==> src/rtl/sacl_pkg.sv <==
// Package for the set-associative cache: default geometry, register indexes,
// operation and mode codes, controller states and the lookup result record.
// No dependencies.
package sacl_pkg;

    localparam int DEF_ADDR_BITS        = 16;
    localparam int DEF_MAX_WAYS         = 8;
    localparam int DEF_MAX_SET_BITS     = 6;
    localparam int DEF_MAX_BLOCK_BYTES  = 64;
    localparam int DEF_MAX_ACCESS_BYTES = 8;

    localparam int DATA_W      = 64;
    localparam int NBYTES_W    = 4;
    localparam int WAYS_CNT_W  = 5;
    localparam int LK_WAY_W    = 4;
    localparam int CFG_IDX_W   = 2;
    localparam int CFG_DATA_W  = 4;
    localparam int MIN_BLOCK_LOG2 = 3;

    localparam logic       RST_WRITE_BACK  = 1'b1;
    localparam logic [3:0] RST_WAYS        = 4'd4;
    localparam logic [2:0] RST_BLOCK_LOG2  = 3'd5;
    localparam logic [2:0] RST_SET_LOG2    = 3'd4;

    localparam logic MODE_WT = 1'b0;
    localparam logic MODE_WB = 1'b1;

    localparam logic OP_LOAD  = 1'b0;
    localparam logic OP_STORE = 1'b1;

    typedef enum logic [CFG_IDX_W-1:0] {
        CFG_WRITE_BACK = 2'd0,
        CFG_WAYS       = 2'd1,
        CFG_BLOCK_LOG2 = 2'd2,
        CFG_SET_LOG2   = 2'd3
    } t_cfg_idx;

    typedef enum logic [3:0] {
        S_CLEAR,
        S_IDLE,
        S_META,
        S_LOOK,
        S_WB,
        S_FILL,
        S_RD0,
        S_RD1,
        S_WR0,
        S_WR1
    } t_state;

    typedef struct packed {
        logic                hit;
        logic                use_way;
        logic                alloc;
        logic                need_wb;
        logic [LK_WAY_W-1:0] way;
    } t_lk;

endpackage

==> src/rtl/sacl_lookup.sv <==
// Set lookup: way scan, LRU victim choice, allocation decision and the
// updated tag, state and rank fields of the set. Depends on sacl_pkg.
module sacl_lookup import sacl_pkg::*; #(
    parameter int MAX_WAYS = DEF_MAX_WAYS,
    parameter int TAG_W    = DEF_ADDR_BITS - 3,
    parameter int WAY_W    = 3
) (
    input  logic [WAYS_CNT_W-1:0]           i_ways,
    input  logic                            i_store,
    input  logic                            i_wb_mode,
    input  logic [TAG_W-1:0]                i_tag,
    input  logic [MAX_WAYS-1:0]             i_valid,
    input  logic [MAX_WAYS-1:0]             i_dirty,
    input  logic [MAX_WAYS-1:0][TAG_W-1:0]  i_line_tag,
    input  logic [MAX_WAYS-1:0][WAY_W-1:0]  i_rank,
    output t_lk                             o_lk,
    output logic [MAX_WAYS-1:0]             o_valid,
    output logic [MAX_WAYS-1:0]             o_dirty,
    output logic [MAX_WAYS-1:0][TAG_W-1:0]  o_line_tag,
    output logic [MAX_WAYS-1:0][WAY_W-1:0]  o_rank,
    output logic [TAG_W-1:0]                o_victim_tag
);

    logic             found, hit, free, alloc, use_way;
    logic [WAY_W-1:0] hit_way, free_way, victim, way, victim_rank, way_rank;

    // The scan stops at the first free way or the first matching tag.
    always_comb begin
        found    = 1'b0;
        hit      = 1'b0;
        free     = 1'b0;
        hit_way  = '0;
        free_way = '0;
        for (int i = 0; i < MAX_WAYS; i++) begin
            if (!found && WAYS_CNT_W'(i) < i_ways) begin
                if (!i_valid[i]) begin
                    free     = 1'b1;
                    free_way = WAY_W'(i);
                    found    = 1'b1;
                end else if (i_line_tag[i] == i_tag) begin
                    hit      = 1'b1;
                    hit_way  = WAY_W'(i);
                    found    = 1'b1;
                end
            end
        end
    end

    always_comb begin
        victim      = '0;
        victim_rank = i_rank[0];
        for (int i = 1; i < MAX_WAYS; i++) begin
            if (WAYS_CNT_W'(i) < i_ways && i_rank[i] > victim_rank) begin
                victim      = WAY_W'(i);
                victim_rank = i_rank[i];
            end
        end
    end

    assign alloc    = !hit && (!i_store || i_wb_mode);
    assign use_way  = hit || alloc;
    assign way      = hit ? hit_way : (free ? free_way : victim);
    assign way_rank = i_rank[way];

    always_comb begin
        o_valid    = i_valid;
        o_dirty    = i_dirty;
        o_line_tag = i_line_tag;
        o_rank     = i_rank;
        if (alloc) begin
            o_valid[way]    = 1'b1;
            o_dirty[way]    = 1'b0;
            o_line_tag[way] = i_tag;
        end
        if (use_way) begin
            if (i_store && i_wb_mode) begin
                o_dirty[way] = 1'b1;
            end
            for (int k = 0; k < MAX_WAYS; k++) begin
                if (i_rank[k] < way_rank) begin
                    o_rank[k] = i_rank[k] + 1'b1;
                end
            end
            o_rank[way] = '0;
        end
    end

    assign o_lk.hit     = hit;
    assign o_lk.use_way = use_way;
    assign o_lk.alloc   = alloc;
    assign o_lk.need_wb = alloc && !free && i_valid[victim] && i_dirty[victim];
    assign o_lk.way     = LK_WAY_W'(way);
    assign o_victim_tag = i_line_tag[victim];

endmodule

==> config.mk <==
export PLATFORM = sky130hd
export DESIGN_NAME = sacl_lookup
export DESIGN_NICKNAME = d
export VERILOG_FILES = /design/src/rtl/sacl_pkg.sv /design/src/rtl/sacl_lookup.sv
export SDC_FILE = /design/constraint.sdc
export NUM_CORES = 1
export LEC_CHECK = 0
export ABC_AREA = 1
export BUFFER_PORTS_ARGS = -buffer_cell sky130_fd_sc_hd__buf_2
export CAP_MARGIN = 25
export CORE_UTILIZATION = 30
export DETAILED_ROUTE_END_ITERATION = 8
export GPL_ROUTABILITY_DRIVEN = 0
export PLACE_DENSITY = 0.56
export SLEW_MARGIN = 20
export SYNTH_ARGS = -nofsm -noshare
export SYNTH_HDL_FRONTEND = slang
export SYNTH_SLANG_ARGS = --single-unit
==> constraint.sdc <==
create_clock -name vclk -period 11.15
set_input_delay 1.6725 -clock vclk [all_inputs]
set_output_delay 1.6725 -clock vclk [all_outputs]
set_load 0.01 [all_outputs]
==> flow_summary_export.csv <==
group,metric,value,unit
outcome,run_status,"finished with violations",
outcome,violations,"setup timing",
synthesis,mappedNetlistArea,6691,um^2
sta,max_freq,85.57,MHz
critical_path,cp_data_required_time,9480,ps
final_layout,layout_commonest_cell,"buf_2",
die,rows,54,
final_layout,seq_area,0,um^2
critical_path,crit_path_end_kind,"output port",
critical_path,crit_slowest_cell,"or4_4",
hold_path,whs_path_depth,4,
sta,post-route-period-util,104.8,%
sta,setup_viol,30,
final_layout,final_cell_mix,"319 x buf_2, 283 x nand2_1, 164 x inv_1",
hold_path,hp-class,"in2out",
power,p_leak,0.005336,uW
die,io_pins,329,
final_layout,drive_above_1_share,39.23,%
synthesis,yosys_warnings,0,
sta,final.setup.worst_slack,-535.9,ps
sta,slew_headroom,11.23,%
critical_path,cp_common_cell,"nand2_2",
detailed_routing,wl_per_cell,19.34,um
power,finalPower,1644,uW
detailed_routing,routed_via_density,5.493,
power,p_per_area,161.4,nW/um^2
grt,gr-total-overflow,0,
critical_path,cp_max_fo,8,
critical_path,cpPeakStageDelay,600,ps
die,die_w,151.3,um
detailed_routing,firstDrtPassIters,6,
sta,tightest_slew,1330,ps
detailed_routing,drc_errors,0,
die,start_util,30.66,%
placed_design,dp.cells,1948,
grt,antenna_found_initial,4,
final_layout,areaGrowthSynthToFinish,52.17,%
critical_path,crit_family,"simple AND/OR/NAND/NOR gates",
detailed_routing,via_count,10940,
die,coreArea,21820,um^2
synthesis,syn_inst,1333,
grt,grt_max_degree,72,
final_layout,multi_input_area,6260,um^2
final_layout,clkbuf_count,0,
final_layout,nets,1903,
grt,grt_pass1_wl,54370,um
cts,cts_hold_buf,0,
synthesis,syn_nets,1526,
critical_path,worstSetupPathType,"in2out",
sta,rsz0062_at_grt,"true",
sta,drv_slew,0,
detailed_routing,first_iter_violations,1161,
critical_path,crit_buf_inv,9,
critical_path,start_kind,"primary input",
final_layout,seq_cells,0,
final_layout,final.fill_count,2396,
placed_design,dp_hpwl,30110,um
hold_path,hold_path_startpoint,"i_wb_mode",
final_layout,fin_cells,1992,
critical_path,cp_data_arrival_time,10010,ps
detailed_routing,ant_nets,0,
grt,grt_pass1_vias,9578,
power,ir_worst_vdd,0.08760,mV
hold_path,holdPathEnd,"o_lk[6]",
grt,grtUsageTotal,31.29,%
detailed_routing,finalWirelength,38530,um
synthesis,avgSynthCellArea,5.020,um^2
flow_run,max_cap_viol_count,0,
synthesis,ys_types,51,
placed_design,portBuffers,328,
die,die_h,151.3,um
sta,fin_crit,11690,ps
die,dieArea,22910,um^2
sta,hold_viol_final,0,
synthesis,ys_seq_area_share,0,%
[cell families (layout without fill, tap and decap cells)]
| family | count (synthesis) | in the layout | synth area share (%) |
|---|---|---|---|
| AOI/OAI and AO/OA | 326 | 326 | 26.70 |
| xor gates and xnor gates | 50 | 50 | 6.545 |
| and+or+nand+nor | 663 | 663 | 45.38 |
| buffers and inverters | 264 | 639 | 15.89 |
| adders and majority gates | 29 | 29 | 5.423 |
| other | 1 | 5 | 0.05604 |
[how the worst max path moves through the flow]
| stage | start | end | slack (ps) | cells past startpoint |
|---|---|---|---|---|
| 2_1_floorplan | i_rank[2] | o_rank[18] | -290 | 63 |
| 3_3_place_gp | i_rank[2] | o_rank[4] | -490 | 64 |
| 3_5_place_dp | i_rank[2] | o_rank[2] | -700 | 65 |
| 4_1_cts | i_rank[2] | o_rank[0] | -450 | 65 |
| 5_1_grt | i_rank[3] | o_rank[3] | -1090 | 64 |
| 6_report | i_rank[2] | o_rank[3] | -540 | 63 |
[synthesized netlist by cell type (10+ instances only)]
cell type | n | area share, %
o21ai_1 | 13 | 0.97
buf_2 | 23 | 1.7
a21oi_1 | 79 | 5.9
inv_2 | 17 | 0.95
nand2_1 | 321 | 18
inv_1 | 179 | 10
nand3_2 | 10 | 1.5
clkbuf_1 | 29 | 1.6
o21ai_0 | 165 | 12
o22ai_1 | 25 | 2.3
ha_1 | 29 | 5.4
nand2_2 | 36 | 3.4
xor2_1 | 27 | 3.5
nor4_1 | 11 | 1.0
a31oi_1 | 16 | 1.5
nand3_1 | 80 | 6.0
nand4_1 | 31 | 2.9
xnor2_1 | 23 | 3.0
nor3_1 | 20 | 1.5
nor2_1 | 122 | 6.8
[what timing repair did]
| action | CTS | global route |
|---|---|---|
| endpoints found under the setup margin | 42 | 156 |
| cloned | 0 | 7 |
| gates resized for setup | 35 | 154 |
| pin swaps | 46 | 32 |
| setup buffers | 32 | 8 |
[metrics by stage]
stage	cell area (um^2)	hold slack (ps)	worst slack [ps]	TNS, ps	utilization, %
after floorplan	7002	3452	-285.3	-6258	-
after global placement	9326	3663	-488.3	-10980	42.74
after detailed placement	9326	3666	-702.0	-16920	42.74
after CTS	9662	3670	-449.9	-13220	44.27
after global routing	10180	3702	-1093	-58360	46.66
final	10180	3675	-535.9	-11930	46.66
[metal layers]
metal	up-vias	wire length, um	GRT usage [%]
met5	-	0	0
met4	0	1541	10.55
met3	112	4632	6.476
met2	727	16320	47.85
met1	4925	16030	43.03
li1	5179	-	-
[cell type report]
class,instances,share of cell area [%]
multi-input cells,1069,61.48
repair buffers,440,27.29
inverters,198,7.619
well taps,280,3.441
diodes,4,0.09830
repair inverters,1,0.07373
[where the power goes]
part / switching [uW] / internal [uW] / total [uW]
clock network: 0 / 0.0000480 / 0.0000480
registers: 0 / 0 / 0
logic: 1020 / 621 / 1640
total: 1020 / 621 / 1640
No activity file was read; power rests on OpenSTA's default activity.
